## config.mk

```make
export PLATFORM = sky130hd
export DESIGN_NAME = ir_remote_pulse_decoder
export DESIGN_NICKNAME = d
export VERILOG_FILES = /design/src/rtl/core/ird_pkg.sv /design/src/rtl/core/ird_classify.sv /design/src/rtl/core/ir_remote_pulse_decoder.sv
export SDC_FILE = /design/constraint.sdc
export NUM_CORES = 1
export LEC_CHECK = 0
export ABC_CLOCK_PERIOD_IN_PS = 7800
export BUFFER_PORTS_ARGS = -buffer_cell sky130_fd_sc_hd__clkbuf_2
export CORE_MARGIN = 8
export CORE_UTILIZATION = 64
export DETAILED_ROUTE_END_ITERATION = 8
export PLACE_DENSITY = 0.82
export REMOVE_ABC_BUFFERS = 1
export SLEW_MARGIN = 30
export SYNTH_ARGS = -nofsm -noshare
export SYNTH_HDL_FRONTEND = slang
export SYNTH_HIERARCHICAL = 1
export SYNTH_SLANG_ARGS = --single-unit
```

## constraint.sdc

```tcl
create_clock -name clk -period 7.8 [get_ports clk]
set_input_delay 0 -clock clk [delete_from_list [all_inputs] [get_ports clk]]
set_output_delay 0 -clock clk [all_outputs]
set_load 0.02 [all_outputs]
```

## src/rtl/core/ird_pkg.sv

```systemverilog
// Shared types and constants for the IR remote pulse decoder.
// No dependencies; used by ird_classify and ir_remote_pulse_decoder.
package ird_pkg;

  localparam int IRD_WORD_BITS = 32;
  localparam int IRD_TIME_BITS = 16;

  localparam int REG_BITS       = 16;
  localparam int CFG_INDEX_BITS = 3;
  localparam int STATUS_BITS    = 2;

  localparam logic [CFG_INDEX_BITS-1:0] REG_START     = 3'd0;
  localparam logic [CFG_INDEX_BITS-1:0] REG_ONE       = 3'd1;
  localparam logic [CFG_INDEX_BITS-1:0] REG_ZERO      = 3'd2;
  localparam logic [CFG_INDEX_BITS-1:0] REG_END       = 3'd3;
  localparam logic [CFG_INDEX_BITS-1:0] REG_REPEAT    = 3'd4;
  localparam logic [CFG_INDEX_BITS-1:0] REG_TOLERANCE = 3'd5;

  localparam logic [STATUS_BITS-1:0] STATUS_NEW    = 2'd0;
  localparam logic [STATUS_BITS-1:0] STATUS_FAIL   = 2'd1;
  localparam logic [STATUS_BITS-1:0] STATUS_REPEAT = 2'd2;

  typedef struct packed {
    logic [REG_BITS-1:0] start_length;
    logic [REG_BITS-1:0] one_length;
    logic [REG_BITS-1:0] zero_length;
    logic [REG_BITS-1:0] end_length;
    logic [REG_BITS-1:0] repeat_length;
    logic [REG_BITS-1:0] tolerance;
  } cfg_t;

  localparam cfg_t CFG_RESET = '{
    start_length:  16'd90,
    one_length:    16'd17,
    zero_length:   16'd6,
    end_length:    16'd400,
    repeat_length: 16'd23,
    tolerance:     16'd3
  };

  // pulse class after priority resolution, at most one bit set
  typedef struct packed {
    logic start;
    logic one;
    logic zero;
    logic frame_end;
    logic rpt;
  } pulse_class_t;

endpackage

```

## src/rtl/core/ird_classify.sv

```systemverilog
// Pulse length classifier: strict window compares against the nominal lengths.
// Depends on ird_pkg (cfg_t, pulse_class_t).
module ird_classify import ird_pkg::*; #(
  parameter int TIME_BITS = IRD_TIME_BITS
) (
  input  logic [TIME_BITS-1:0] len,
  input  cfg_t                 cfg,
  output pulse_class_t         cls
);

  localparam int CMP_BITS = ((TIME_BITS > REG_BITS + 1) ? TIME_BITS : REG_BITS + 1) + 1;

  logic signed [CMP_BITS-1:0] len_s;
  logic win_start, win_one, win_zero, win_end, win_rpt;

  function automatic logic in_win(input logic signed [CMP_BITS-1:0] l,
                                  input logic [REG_BITS-1:0] nom,
                                  input logic [REG_BITS-1:0] tol);
    logic signed [CMP_BITS-1:0] lo;
    logic signed [CMP_BITS-1:0] hi;
    lo = $signed(CMP_BITS'(nom)) - $signed(CMP_BITS'(tol));
    hi = $signed(CMP_BITS'(nom)) + $signed(CMP_BITS'(tol));
    return (l > lo) && (l < hi);
  endfunction

  assign len_s     = $signed(CMP_BITS'(len));
  assign win_start = in_win(len_s, cfg.start_length, cfg.tolerance);
  assign win_one   = in_win(len_s, cfg.one_length, cfg.tolerance);
  assign win_zero  = in_win(len_s, cfg.zero_length, cfg.tolerance);
  assign win_end   = in_win(len_s, cfg.end_length, cfg.tolerance);
  assign win_rpt   = in_win(len_s, cfg.repeat_length, cfg.tolerance);

  always_comb begin
    cls = '0;
    priority if (win_start) begin
      cls.start = 1'b1;
    end else if (win_one) begin
      cls.one = 1'b1;
    end else if (win_zero) begin
      cls.zero = 1'b1;
    end else if (win_end) begin
      cls.frame_end = 1'b1;
    end else if (win_rpt) begin
      cls.rpt = 1'b1;
    end else begin
      cls = '0;
    end
  end

endmodule

```

## src/rtl/core/ir_remote_pulse_decoder.sv

```systemverilog
// Top level of the IR remote pulse decoder: edge pairing, bit assembly, results.
// Depends on ird_pkg and ird_classify.
//
//   channel   signals                                   direction
//   ------    ---------------------------------------   ---------
//   config    write_enable, write_index, write_data     in
//   edge      edge_valid/edge_ready, edge_time          in
//   result    result_valid/result_ready, command_word,  out
//             status
//
// One edge request per cycle while no held result blocks it: input register, classify and update, result register.
// Result valid is registered once the edge that ends the pulse advances out of the input register.
// A held result blocks only an edge that produces a result; other edges still pass.
// Synchronous reset restores register defaults and clears all decoder state.
module ir_remote_pulse_decoder import ird_pkg::*; #(
  parameter int WORD_BITS = IRD_WORD_BITS,
  parameter int TIME_BITS = IRD_TIME_BITS
) (
  input  logic                      clk,
  input  logic                      rst,
  input  logic                      write_enable,
  input  logic [CFG_INDEX_BITS-1:0] write_index,
  input  logic [REG_BITS-1:0]       write_data,
  input  logic                      edge_valid,
  output logic                      edge_ready,
  input  logic [TIME_BITS-1:0]      edge_time,
  output logic                      result_valid,
  input  logic                      result_ready,
  output logic [WORD_BITS-1:0]      command_word,
  output logic [STATUS_BITS-1:0]    status
);

  localparam int POS_BITS = $clog2(WORD_BITS + 2) + 1;
  localparam int IDX_BITS = $clog2(WORD_BITS);
  localparam logic signed [POS_BITS-1:0] POS_RESET = '1;
  localparam logic signed [POS_BITS-1:0] POS_FULL  = POS_BITS'(WORD_BITS);
  localparam logic signed [POS_BITS-1:0] POS_SAT   = POS_BITS'(WORD_BITS + 1);
  localparam logic signed [POS_BITS-1:0] POS_MSB   = POS_BITS'(WORD_BITS - 1);
  localparam logic signed [POS_BITS-1:0] POS_ONE   = POS_BITS'(1);

  cfg_t cfg;

  logic                 s1_valid;
  logic [TIME_BITS-1:0] s1_time;

  logic [TIME_BITS-1:0]       previous_edge, previous_edge_next;
  logic                       second_edge_due, second_edge_due_next;
  logic signed [POS_BITS-1:0] bit_position, bit_position_next;
  logic                       start_seen, start_seen_next;
  logic [WORD_BITS-1:0]       shift_word, shift_word_next;
  logic [WORD_BITS-1:0]       last_good, last_good_next;

  logic [TIME_BITS-1:0]       len;
  pulse_class_t               cls;
  logic signed [POS_BITS-1:0] pos_rev;
  logic                       emit;
  logic [WORD_BITS-1:0]       emit_word;
  logic [STATUS_BITS-1:0]     emit_status;
  logic                       advance;

  always_ff @(posedge clk) begin
    if (rst) begin
      cfg <= CFG_RESET;
    end else if (write_enable) begin
      unique case (write_index)
        REG_START:     cfg.start_length  <= write_data;
        REG_ONE:       cfg.one_length    <= write_data;
        REG_ZERO:      cfg.zero_length   <= write_data;
        REG_END:       cfg.end_length    <= write_data;
        REG_REPEAT:    cfg.repeat_length <= write_data;
        REG_TOLERANCE: cfg.tolerance     <= write_data;
        default: ;
      endcase
    end
  end

  assign len = s1_time - previous_edge;

  ird_classify #(
    .TIME_BITS(TIME_BITS)
  ) u_classify (
    .len(len),
    .cfg(cfg),
    .cls(cls)
  );

  assign pos_rev = POS_MSB - bit_position;

  always_comb begin
    previous_edge_next   = previous_edge;
    second_edge_due_next = second_edge_due;
    bit_position_next    = bit_position;
    start_seen_next      = start_seen;
    shift_word_next      = shift_word;
    last_good_next       = last_good;
    emit                 = 1'b0;
    emit_word            = '0;
    emit_status          = STATUS_NEW;
    if (s1_valid) begin
      previous_edge_next = s1_time;
      if (!second_edge_due) begin
        second_edge_due_next = 1'b1;
      end else begin
        second_edge_due_next = 1'b0;
        priority if (cls.start) begin
          bit_position_next = '0;
          start_seen_next   = 1'b1;
        end else if (cls.one || cls.zero) begin
          if (bit_position >= 0 && bit_position < POS_FULL) begin
            shift_word_next[pos_rev[IDX_BITS-1:0]] = cls.one;
          end
          if (bit_position < POS_SAT) begin
            bit_position_next = bit_position + POS_ONE;
          end
        end else if (cls.frame_end) begin
          emit = 1'b1;
          if (start_seen && bit_position == POS_FULL) begin
            last_good_next = shift_word;
            emit_word      = shift_word;
            emit_status    = STATUS_NEW;
          end else begin
            emit_word   = '0;
            emit_status = STATUS_FAIL;
          end
          start_seen_next   = 1'b0;
          bit_position_next = POS_RESET;
        end else if (cls.rpt) begin
          emit        = 1'b1;
          emit_word   = last_good;
          emit_status = STATUS_REPEAT;
        end else begin
          emit = 1'b0;
        end
      end
    end
  end

  assign advance    = s1_valid && (!emit || !result_valid || result_ready);
  assign edge_ready = !s1_valid || advance;

  always_ff @(posedge clk) begin
    if (rst) begin
      s1_valid <= 1'b0;
    end else if (edge_valid && edge_ready) begin
      s1_valid <= 1'b1;
    end else if (advance) begin
      s1_valid <= 1'b0;
    end
  end

  always_ff @(posedge clk) begin
    if (edge_valid && edge_ready) begin
      s1_time <= edge_time;
    end
  end

  always_ff @(posedge clk) begin
    if (rst) begin
      previous_edge   <= '0;
      second_edge_due <= 1'b0;
      bit_position    <= POS_RESET;
      start_seen      <= 1'b0;
      shift_word      <= '0;
      last_good       <= '0;
    end else if (advance) begin
      previous_edge   <= previous_edge_next;
      second_edge_due <= second_edge_due_next;
      bit_position    <= bit_position_next;
      start_seen      <= start_seen_next;
      shift_word      <= shift_word_next;
      last_good       <= last_good_next;
    end
  end

  always_ff @(posedge clk) begin
    if (rst) begin
      result_valid <= 1'b0;
    end else if (advance && emit) begin
      result_valid <= 1'b1;
    end else if (result_ready) begin
      result_valid <= 1'b0;
    end
  end

  always_ff @(posedge clk) begin
    if (advance && emit) begin
      command_word <= emit_word;
      status       <= emit_status;
    end
  end

  a_fail_zero: assert property (@(posedge clk) disable iff (rst)
    result_valid && status == STATUS_FAIL |-> command_word == '0)
    else $error("failed frame carries nonzero word");

  a_new_is_last_good: assert property (@(posedge clk) disable iff (rst)
    result_valid && status == STATUS_NEW |-> command_word == last_good)
    else $error("new command differs from stored last good word");

  a_pos_range: assert property (@(posedge clk) disable iff (rst)
    bit_position >= POS_RESET && bit_position <= POS_SAT)
    else $error("bit position out of range");

  a_stall_holds_state: assert property (@(posedge clk) disable iff (rst)
    !advance |=> $stable(bit_position) && $stable(shift_word) && $stable(last_good))
    else $error("decoder state changed without an advancing request");

  a_block_only_on_emit: assert property (@(posedge clk) disable iff (rst)
    !edge_ready |-> s1_valid && emit && result_valid && !result_ready)
    else $error("edge channel stalled without a pending result");

endmodule
```

======== After elaboration in Yosys (flattened, before gate mapping) ========
Cells that the tools add are included.
cells by class
  $add $sub $neg .......................... 13
  bitwise operators ....................... 4
  $lt $le $gt $ge ......................... 15
  eq/ne operators ......................... 8
  reduce and logical (&&, ||, !) cells .... 35
  multiplexer cells ....................... 36
operators by type and width
  cell                                                               count
  two-way mux 32 bit                                                 3
  greater-than comparator 17 x 18 -> 1 bit                           5
  < comparator 17 x 18 -> 1 bit                                      5
  adder 16 x 16 -> 17 bit                                            5
  subtractor 16 x 16 -> 17 bit                                       5
  bitwise mux 32 bit                                                 1
  two-way mux 7 bit                                                  4
  two-way mux 1 bit                                                  22
  subtractor 16 bit                                                  1
  < comparator 7 bit, second input constant                          2
  AND reduction 2 bit                                                7
  logical AND 1 bit                                                  11
  AND reduction 5 bit                                                2
  adder 7 x 2 -> 7 bit, second input constant                        1
  equality test 7 bit, second input constant                         1
  greater-or-equal comparator 7 x 1 -> 1 bit, second input constant  1
  AND reduction 7 bit                                                1
  equality test 3 x 2 -> 1 bit, second input constant                2
  equality test 3 bit, second input constant                         2
  < comparator 5 x 6 -> 1 bit, second input constant                 1
  two-way mux 2 bit                                                  3
  AND reduction 6 bit                                                1
  nonzero test 2 bit                                                 3
  demux 1 bit (select 5 bit)                                         1
  13 further kinds                                                   21
storage, ports and cells
  input port bits ......................... 40
  bits in registers ....................... 237
  logic and storage cells ................. 128
  output and inout bits ................... 36

======== Depth between registers and ports, before layout ========
Gate-level depths: netlist of run 1.
  depth after elaboration ................. 21
  mapped depth ............................ 32
  gate-level depth less buffers ........... 27

======== Cells and area by module ========
The synthesis of run 1 kept the hierarchy.
by module, submodules not included
  module                   times used  area an instance (µm²)  sequential area each (µm²)  cells an instance
  ird_classify             1           10620.2                 0.0                         1435
  ir_remote_pulse_decoder  1           9633.0                  5245.0                      1098

======== Worst setup path before layout of run 1 ========
Ideal clock, no wire load.
  kind .................................... register -> register
  from .................................... reg s1_time[2]
  to ...................................... reg command_word[0] (enable)
  path buffers ............................ 3
  required time ........................... 7.375 ns
  setup time .............................. 0.425 ns
  arrival time ............................ 6.681 ns
  path slack .............................. 0.694 ns
  clock period less this slack ............ 7.106 ns
  stages on the path, launching flop included .. 23
  cell sequence ........................... edfxtp_1 > ha_1 > nor2b_1 > o31a_1 > a2111oi_0 > o31ai_1 > a311o_1 > xnor2_1 > ha_1 > a21o_1 > a211oi_1 > nand3b_1 > o31a_1 > o2bb2ai_1 > inv_1 > nor3_1 > clkbuf_1 > or2_1 > or4_1 > buf_2 > nand2_1 > buf_2 > nor2_1
RTL lines
  element                 line                            RTL
  from (decl)             ir_remote_pulse_decoder.sv:44   logic [TIME_BITS-1:0] s1_time;
  from (signal assigned)  ir_remote_pulse_decoder.sv:153  s1_time <= edge_time;
  to (signal assigned)    ir_remote_pulse_decoder.sv:187  command_word <= emit_word;
  to (decl)               ir_remote_pulse_decoder.sv:29   output logic [WORD_BITS-1:0] command_word,

==> results of run 1 <==
[synth_stat cells (28+ instances only)]
cell type	instances	area, um^2
nor3_1	52	260.3
a22o_1	32	280.3
nor2b_1	37	231.5
nand2b_1	28	175.2
dfxtp_1	187	3744
nand3_1	44	220.2
inv_1	139	521.8
nand2_1	390	1464
clkbuf_1	91	341.6
a21oi_1	276	1381
o21ai_0	105	525.5
edfxtp_1	50	1501
xor2_1	29	254.0
xnor2_1	100	875.8
ha_1	334	4179
nor2_1	195	732.0
a21o_1	38	285.3
[cell families (layout without fill, tap and decap cells)]
logic type               after synthesis  count (layout)  share of synthesized area
flip-flops                           237             237                     0.2590
AND/OR/NAND/NOR                      882             882                     0.1985
XOR/XNOR                             129             129                    0.05579
AO/OA/AOI/OAI                        666             666                     0.2081
buffers and inverters                251             338                    0.05004
adder cells (fa/ha/maj)              345             345                     0.2172
multiplexers                          23              23                    0.01137
[per-layer routing]
layer	wire length [um]	track usage	vias to the layer above
li1	-	-	9085
met5	0	0	-
met2	26640	0.4959	597
met4	1920	0.1100	0
met3	3571	0.03662	130
met1	24550	0.3621	8965
[worst paths after layout]
kind | endpoint | slack [ps]
worst max register to register | shift_word[14] | 530
worst min-delay path | cfg[73] | 50
worst min register to register | previous_edge[2] | 450
worst max-delay path | shift_word[14] | 530
[cell type report]
class	instances	area share
sequential	237	0.2351
tap	402	0.02254
timing repair buffer	146	0.04520
clock buffer	41	0.03824
inverter	140	0.02355
clock inverter	11	0.005720
multi-input combinational	2045	0.6297
[timing repair]
item	4_1_cts	5_1_grt
endpoints found under the setup margin	0	0
hold buffers	36	0
setup buffers	0	0
endpoints found under the hold margin	127	0
resized for setup	0	0
[stage by stage]
step / instances / power (mW) / TNS [ps] / cell area [um^2] / setup WS, ps
global route: 3022 / 4.421 / 0 / 22310 / 34.97
floorplan: 2422 / 2.327 / -45090 / 19770 / -1070
CTS: 3022 / 4.182 / 0 / 22310 / 637.1
finish: 3022 / 4.208 / 0 / 22310 / 534.4
detailed placement: 2934 / 2.789 / 0 / 20970 / 661.6
global placement: 2934 / 2.720 / 0 / 20950 / 797.6
[sequential cells by signal, summed over array words and instances, names as in the netlist]
register         cells
bit_position         7
cfg                 96
command_word        32
last_good           32
previous_edge       16
result_valid         1
s1_time             16
s1_valid             1
second_edge_due      1
shift_word          32
start_seen           1
status               2
[where the power goes]
part / total [mW] / switching (mW) / internal [mW]
Clock: 1.38 / 0.553 / 0.828
Sequential: 1.30 / 0.0274 / 1.28
Combinational: 1.52 / 0.908 / 0.616
Total: 4.21 / 1.49 / 2.72
[worst reg2reg max path, cell delays in order, from the launching register on]
cell	delay [ps]
edfxtp_1	390
inv_1	70
ha_1	180
fa_1	220
nor2b_1	70
o31a_1	270
a2111oi_0	650
o31ai_1	250
a311o_1	410
xnor2_1	660
ha_1	380
a21o_1	190
a211oi_1	320
nand3b_1	110
o31a_1	250
o2bb2ai_1	350
inv_1	250
nor3_2	290
buf_4	380
nor2_1	170
nor4_1	290
buf_4	200
nand2_1	240
nor2_1	240
mux2i_1	230
nor2_1	70
==> flow_summary.json, run 1 <==
{
  "min_path_cells": 4,
  "drc": 0,
  "finalHoldWorstSlack_ps": 53.04,
  "row_count": 65,
  "finalHoldViolCount": 0,
  "antenna_found_initial": 0,
  "dr.pass1.iters": 6,
  "netlist_instances": 2533,
  "rsz0062_at_grt": "false",
  "worstRegToRegCells": 25,
  "cts_root_buffer": "clkbuf_16",
  "mostFrequentLayoutCells": "390 x nand2_1, 334 x ha_1, 276 x a21oi_1",
  "path_depth": 25,
  "drive_gt1_frac": 0.07214,
  "area_growth_pct": 10.17,
  "clk_latency_ps": 570,
  "outcome": "finished clean",
  "min-delay-start": "write_index[1]",
  "dieArea_mm2": 0.03759,
  "path_buf_inv": 4,
  "final_util": 0.7108,
  "synthFlopType": "dfxtp_1",
  "cp_slowest_cell": "xnor2_1",
  "ys_ff_latch": 237,
  "grt_usage": 0.2874,
  "mostFrequentLayoutCell": "nand2_1",
  "place_congestion": 0.9123,
  "async_flop_share": 0,
  "ant_nets": 0,
  "grt_pass1_wl_um": 90510,
  "crit_arrival_ps": 7680,
  "crit_start": "s1_time[0]",
  "path_class": "register to register",
  "setup_violations": 0,
  "max_slew_margin": 0.3164,
  "pin_count": 76,
  "cts_tree": "done",
  "coreArea_mm2": 0.03139,
  "die_h_um": 193.9,
  "start_util": 0.6452,
  "drtIter0Drc": 1457,
  "via_count": 18780,
  "p_leak_nw": 9.546,
  "overflow": 0,
  "maxCapViolations": 0,
  "fillCellCount": 2486,
  "period_minus_slack_ps": 7266,
  "seq_area_frac_synth": 0.2590,
  "fin_crit_sh": 0.9315,
  "cp_max_fo": 33,
  "max-vdd-ir-drop_mv": 0.2151,
  "nNetsFinal": 2983,
  "ys_types": 81,
  "die_width_um": 193.9,
  "clk_pin_slew_ps": 60,
  "cp_common_cell": "nor2_1",
  "hp-class": "primary input to register",
  "multi_input_area_mm2": 0.01405,
  "power_density_mw_per_mm2": 188.6,
  "required_ps": 8220,
  "max_stage_delay_ps": 660,
  "hpwlAfterDp_um": 42980,
  "h-tree-depth": 1,
  "finalClockSkew_ps": 17.21,
  "fmax_mhz": 137.6,
  "critPathLaunchType": "register",
  "worst_slew_pin_slew_ps": 1018,
  "grt_pass1_vias": 18390,
  "numCtsBuffers": 28,
  "grt_max_degree": 103,
  "wl_per_cell_um": 18.76,
  "r2r_start": "s1_time[0]",
  "synth_warnings": 6,
  "drv_slew": 0,
  "cp_top_family": "compound AO/OA/AOI/OAI gates",
  "avgSynthCellArea_um2": 7.996,
  "synth_edf_count": 50,
  "critPathCaptureType": "register",
  "vias_per_cell": 6.213,
  "antennaDiodeCount": 0,
  "regArea_mm2": 0.005245,
  "clock_path_buffers": 3,
  "drt-total-wl_um": 56690,
  "syn_area_mm2": 0.02025,
  "port_buffers": 75,
  "clock-sinks": 237
}
(Power assumes the default switching activity.)
==> inputs of run 2 (changes only) <==
--- a/config.mk
+++ b/config.mk
@@ -8,9 +8,9 @@
 export ABC_CLOCK_PERIOD_IN_PS = 7800
 export BUFFER_PORTS_ARGS = -buffer_cell sky130_fd_sc_hd__clkbuf_2
 export CORE_MARGIN = 8
-export CORE_UTILIZATION = 64
+export CORE_UTILIZATION = 60
 export DETAILED_ROUTE_END_ITERATION = 8
-export PLACE_DENSITY = 0.82
+export PLACE_DENSITY = 0.78
 export REMOVE_ABC_BUFFERS = 1
 export SLEW_MARGIN = 30
 export SYNTH_ARGS = -nofsm -noshare
==> run 2 against run 1 <==
Against the previous run:
- fmax is 0.16% lower
- combinational power about the same
- register-to-register slack is essentially flat
- global-route usage fell by 0.44 points
- non-clock buffer count grew 6
- wire length grew 1.3%
- utilization is 3.9 points lower
- clock power decreased by 3%
- sequential share of layout area down 0.11 points
- final cell count is 1.8% higher
- sequential power is essentially flat
- via count down 1.0%
- largest power group unchanged
- highest routed layer unchanged
==> flow_summary.json, run 2 (same netlist as run 1, synthesis figures left out) <==
{
  "largest_reg_flops": 96,
  "h-tree-depth": 1,
  "grt_usage": 0.2831,
  "wl_per_cell_um": 18.67,
  "fmax_mhz": 137.4,
  "r2r_setup_slack_ps": 520,
  "row_count": 67,
  "cp_max_fo": 32,
  "clock_path_buffers": 3,
  "drc": 0,
  "finalHoldViolCount": 0,
  "dieArea_mm2": 0.03989,
  "mostFrequentLayoutCells": "390 x nand2_1, 334 x ha_1, 276 x a21oi_1",
  "drt-total-wl_um": 57410,
  "coreArea_mm2": 0.03336,
  "power_density_mw_per_mm2": 185.9,
  "endpoint": "last_good[16]",
  "mostFrequentLayoutCell": "nand2_1",
  "port_buffers": 75,
  "finalClockSkew_ps": 22.10,
  "r2r_start": "s1_time[0]",
  "drtIter0Drc": 1475,
  "overflow": 0,
  "power.switching_mw": 1.475,
  "grt_max_degree": 107,
  "power_frac_comb": 0.365,
  "p_sw_frac": 0.3539,
  "p_leak_nw": 9.547,
  "die_width_um": 199.7,
  "clock-sinks": 237,
  "hp-class": "primary input to register",
  "rr_endpoint": "last_good[16]",
  "pin_count": 76,
  "required_ps": 8280,
  "area_growth_pct": 10.69,
  "period_minus_slack_ps": 7277,
  "worstRegToRegCells": 24,
  "drive_gt1_frac": 0.07159,
  "grt_pass1_wl_um": 91350,
  "place_congestion": 0.9430,
  "numCtsBuffers": 28,
  "regMostFlops": "cfg",
  "critPathCaptureType": "register",
  "via_count": 18590,
  "setup_violations": 0,
  "cts_root_buffer": "clkbuf_16",
  "max-vdd-ir-drop_mv": 0.1745,
  "outcome": "finished clean",
  "hpwlAfterDp_um": 44080,
  "dr.pass1.iters": 7,
  "pwr-share-clk": 0.322,
  "critPathLaunchType": "register",
  "crit_start": "s1_time[0]",
  "post_dp_cell_area_mm2": 0.02103,
  "drv_slew": 0,
  "path_class": "register to register",
  "postCtsSetupBuffers": 0,
  "cts_tree": "done",
  "vias_per_cell": 6.045,
  "clk_pin_slew_ps": 60,
  "start_util": 0.6070,
  "p_int_mw": 2.693,
  "seqPwrFrac": 0.312,
  "rsz0062_at_grt": "false",
  "max_slew_margin": 0.3332,
  "fillCellCount": 2842,
  "clk_latency_ps": 570,
  "antenna_found_initial": 1,
  "ant_nets": 0,
  "fin_crit_sh": 0.9329,
  "nNetsFinal": 2989,
  "grt_pass1_vias": 18390,
  "maxCapViolations": 0,
  "final_util": 0.6719,
  "crit_arrival_ps": 7760,
  "final_cell_area_mm2": 0.02242,
  "worst_slew_pin_slew_ps": 993.1,
  "die_h_um": 199.7
}
## run 2: cell types whose count changed in the layout (fill, tap and decap cells not counted), sizes merged
| cell | previous run | this run |
|---|---|---|
| clkbuf | 115 | 117 |
| diode | 0 | 1 |
| clkinvlp | 0 | 3 |
| inv | 141 | 140 |
| dlygate4sd3 | 36 | 42 |
| clkinv | 8 | 4 |
## run 2: how the worst min path moves through the flow
stage	start	endpoint	depth (start not counted)
floorplan	rst	cfg[10]	1
global placement	edge_time[8]	s1_time[8]	1
detailed placement	edge_time[7]	s1_time[7]	1
CTS	write_index[2]	cfg[19]	6
global route	write_index[2]	cfg[19]	6
finish	write_index[2]	cfg[19]	6
## run 2: what timing repair did
| action | in CTS | in global routing |
|---|---|---|
| endpoints found under the setup margin | 0 | 62 |
| gates resized for setup | 0 | 2 |
| hold endpoints to repair | 137 | 0 |
| hold buffers | 42 | 0 |
## run 2: area by class of cell
type	instances	area, um^2	share of cell area
tap	448	560.5	0.02500
inverter	140	525.5	0.02344
clock inverter	9	133.9	0.005972
antenna	1	2.502	0.0001116
sequential	237	5245	0.2340
multi-input combinational	2045	14060	0.6271
clock buffer	43	827.0	0.03689
timing repair buffer	152	1065	0.04750
## run 2: through the flow
step	power [mW]	instances	setup TNS (ps)	setup slack, ps	hold slack (ps)
CTS	4.160	3074	0	405.2	57.96
detailed placement	2.792	2980	0	418.0	178.6
global route	4.403	3075	0	138.9	120.3
global placement	2.736	2980	0	678.6	180.8
floorplan	2.327	2422	-45090	-1070	69.07
finish	4.168	3075	0	523.0	97.32
## run 2: metal layers
metal | global-route usage | routed length, um | part of all wire | vias up
met5 | 0 | 0 | 0 | -
met4 | 0.09128 | 1610 | 0.028 | 0
met3 | 0.02391 | 3599 | 0.063 | 117
met2 | 0.4979 | 27570 | 0.48 | 587
met1 | 0.3627 | 24620 | 0.43 | 8775
li1 | - | - | - | 9109
## run 2: power groups by stage
| stage | Clock, mW | Sequential (mW) | Combinational [mW] |
|---|---|---|---|
| floorplan | 0 | 1.32 | 1.01 |
| global placement | 0 | 1.33 | 1.41 |
| detailed placement | 0 | 1.33 | 1.46 |
| CTS | 1.37 | 1.30 | 1.49 |
| global route | 1.41 | 1.30 | 1.69 |
| finish | 1.34 | 1.30 | 1.52 |
## run 2: worst max-delay path: stages, from the launching register on
cell and delay, ps:
edfxtp_1 390, inv_1 70, ha_1 180, fa_1 230, nor2b_1 80, o31a_1 270
a2111oi_1 580, o31ai_1 250, o31a_1 290, xor2_1 470, buf_4 330, ha_1 290
a2111oi_0 400, o21ai_0 210, a2111oi_0 430, a21oi_1 130, o21ai_0 290, o2bb2ai_1 250
and4b_1 330, nor2_1 60, or4_1 580, and2_1 240, nand2_2 490, nand2_1 130
a21oi_1 180
==> inputs of run 3 (changes only) <==
--- a/config.mk
+++ b/config.mk
@@ -7,10 +7,11 @@
 export LEC_CHECK = 0
 export ABC_CLOCK_PERIOD_IN_PS = 7800
 export BUFFER_PORTS_ARGS = -buffer_cell sky130_fd_sc_hd__clkbuf_2
+export CORE_ASPECT_RATIO = 0.5
 export CORE_MARGIN = 8
 export CORE_UTILIZATION = 60
 export DETAILED_ROUTE_END_ITERATION = 8
-export PLACE_DENSITY = 0.78
+export PLACE_DENSITY_LB_ADDON = 0.2
 export REMOVE_ABC_BUFFERS = 1
 export SLEW_MARGIN = 30
 export SYNTH_ARGS = -nofsm -noshare
==> run 3 against run 2 <==
Against the previous run:
- combinational power is essentially flat
- sequential share of layout area grew 0.10 points
- critical path depth up 2
- clock skew decreased by 7.9 ps
- critical path type unchanged
- hold slack better by 26 ps
- clock power fell by 9%
- via count up 0.51%
- cell area is 0.43% lower
- die area grew 0.89%
- power shrank 3.0%
==> flow_summary.json, run 3 (same netlist as run 1, synthesis figures left out) <==
{
  "clock-sinks": 237,
  "grt_pass1_wl_um": 92540,
  "clock_path_buffers": 3,
  "cts_tree": "done",
  "start_util": 0.6106,
  "pin_count": 76,
  "coreArea_mm2": 0.03317,
  "power_density_mw_per_mm2": 181.1,
  "routed-wl-met2_um": 25750,
  "grt_max_degree": 114,
  "required_ps": 8200,
  "h-tree-depth": 1,
  "hpwlAfterDp_um": 44380,
  "rr_endpoint": "shift_word[15]",
  "tns_ps": 0,
  "seqPwrFrac": 0.322,
  "finalHoldViolCount": 0,
  "wl_per_cell_um": 18.91,
  "nNetsFinal": 2992,
  "fmax_mhz": 143.5,
  "p_total_mw": 4.043,
  "cp_max_fo": 33,
  "dp.cells": 2983,
  "crit_start": "s1_time[0]",
  "r2r_start": "s1_time[0]",
  "setup_slack_ps": 831.5,
  "area_growth_pct": 10.21,
  "dp_slack_ps": 660.6,
  "die_h_um": 145.9,
  "hp-class": "primary input to register",
  "rsz0062_at_grt": "false",
  "regMostFlops": "cfg",
  "maxCapViolations": 0,
  "p_leak_nw": 9.527,
  "dr.pass1.iters": 5,
  "power_frac_comb": 0.376,
  "fin_crit_sh": 0.8934,
  "max_slew_margin": 0.3249,
  "p_int_mw": 2.602,
  "mostFrequentLayoutCells": "390 x nand2_1, 334 x ha_1, 276 x a21oi_1",
  "largest_reg_flops": 96,
  "clk_pin_slew_ps": 60,
  "critPathCaptureType": "register",
  "drtIter0Drc": 1564,
  "overflow": 0,
  "drive_gt1_frac": 0.07165,
  "worstRegToRegCells": 26,
  "p_sw_frac": 0.3565,
  "clk_latency_ps": 550,
  "row_count": 47,
  "layout.cells.non_filler": 3066,
  "drt-total-wl_um": 57970,
  "mostFrequentLayoutCell": "nand2_1",
  "drv_slew": 0,
  "max-vdd-ir-drop_mv": 0.1566,
  "min-delay-start": "write_index[0]",
  "power.switching_mw": 1.441,
  "regArea_mm2": 0.005245,
  "vias_per_cell": 6.093,
  "path_class": "register to register",
  "final_util": 0.6730,
  "antenna_found_initial": 1,
  "dieArea_mm2": 0.04025,
  "period_minus_slack_ps": 6969,
  "fillCellCount": 2828,
  "endpoint": "shift_word[15]",
  "drc": 0,
  "critPathLaunchType": "register",
  "highest_layer": "met4",
  "port_buffers": 75,
  "pwr-share-clk": 0.302,
  "m1WireLength_um": 25870,
  "grt_pass1_vias": 17900,
  "cts_root_buffer": "clkbuf_16",
  "numCtsBuffers": 23,
  "post_dp_cell_area_mm2": 0.02110,
  "finalClockSkew_ps": 14.23,
  "crit_arrival_ps": 7360,
  "r2r_setup_slack_ps": 830,
  "place_congestion": 0.9506,
  "final_cell_area_mm2": 0.02232,
  "multi_input_area_mm2": 0.01405,
  "ant_nets": 0,
  "outcome": "finished clean",
  "worst_slew_pin_slew_ps": 1008,
  "finalHoldWorstSlack_ps": 123.5,
  "via_count": 18680,
  "postCtsSetupBuffers": 0,
  "die_width_um": 275.8,
  "setup_violations": 0,
  "dr_wl_met3_um": 5041,
  "grt_usage": 0.2805
}
==> run 3: what timing repair did <==
| action | in CTS | in global routing |
|---|---|---|
| resized for setup | 0 | 1 |
| hold endpoints to repair | 137 | 0 |
| hold buffers | 40 | 0 |
| endpoints found under the setup margin | 0 | 6 |
==> run 3: worst min path at each step <==
stage | to | slack (ps) | cells past startpoint
after CTS | cfg[48] | 100 | 5
after global routing | cfg[54] | 150 | 5
final | cfg[52] | 120 | 5
after floorplan | cfg[10] | 70 | 1
after global placement | s1_time[1] | 180 | 1
after detailed placement | s1_time[0] | 180 | 1
==> run 3: routing by layer <==
metal,GRT usage,up-vias
met5,0,-
met4,0.06453,0
met3,0.05233,97
met2,0.4546,674
met1,0.3832,8796
li1,-,9115
==> run 3: worst max-delay path, cell delays in order, from the launching register on <==
cell and delay, ps:
edfxtp_1 390, inv_1 70, ha_1 180, fa_1 210, nor2b_1 60, o31a_1 270
a2111oi_0 740, o31ai_1 250, a311o_1 440, xnor2_2 470, ha_1 340, a21o_1 180
a211oi_1 300, nand3b_1 110, o31a_1 260, o2bb2ai_1 150, buf_4 180, inv_1 150
nor3_2 220, buf_4 360, nor2_1 180, nor4_1 280, buf_4 200, nand2_1 270
nor2_1 260, mux2i_1 210, nor2_1 60
==> run 3: cell type report <==
class                           count  area share
Tap cell                          441     0.02472
Inverter                          140     0.02354
Multi-Input combinational cell   2045      0.6293
Antenna cell                        1   0.0001121
Timing Repair Buffer              160     0.05106
Clock inverter                     11    0.007848
Sequential cell                   237      0.2350
Clock buffer                       31     0.02848
==> run 3: power by group through the flow <==
stage                     combinational [mW]  clock (mW)  sequential [mW]
final                                   1.52        1.22             1.30
after global routing                    1.70        1.29             1.30
after CTS                               1.49        1.24             1.30
after detailed placement                1.47           0             1.33
after global placement                  1.44           0             1.33
after floorplan                         1.01           0             1.32
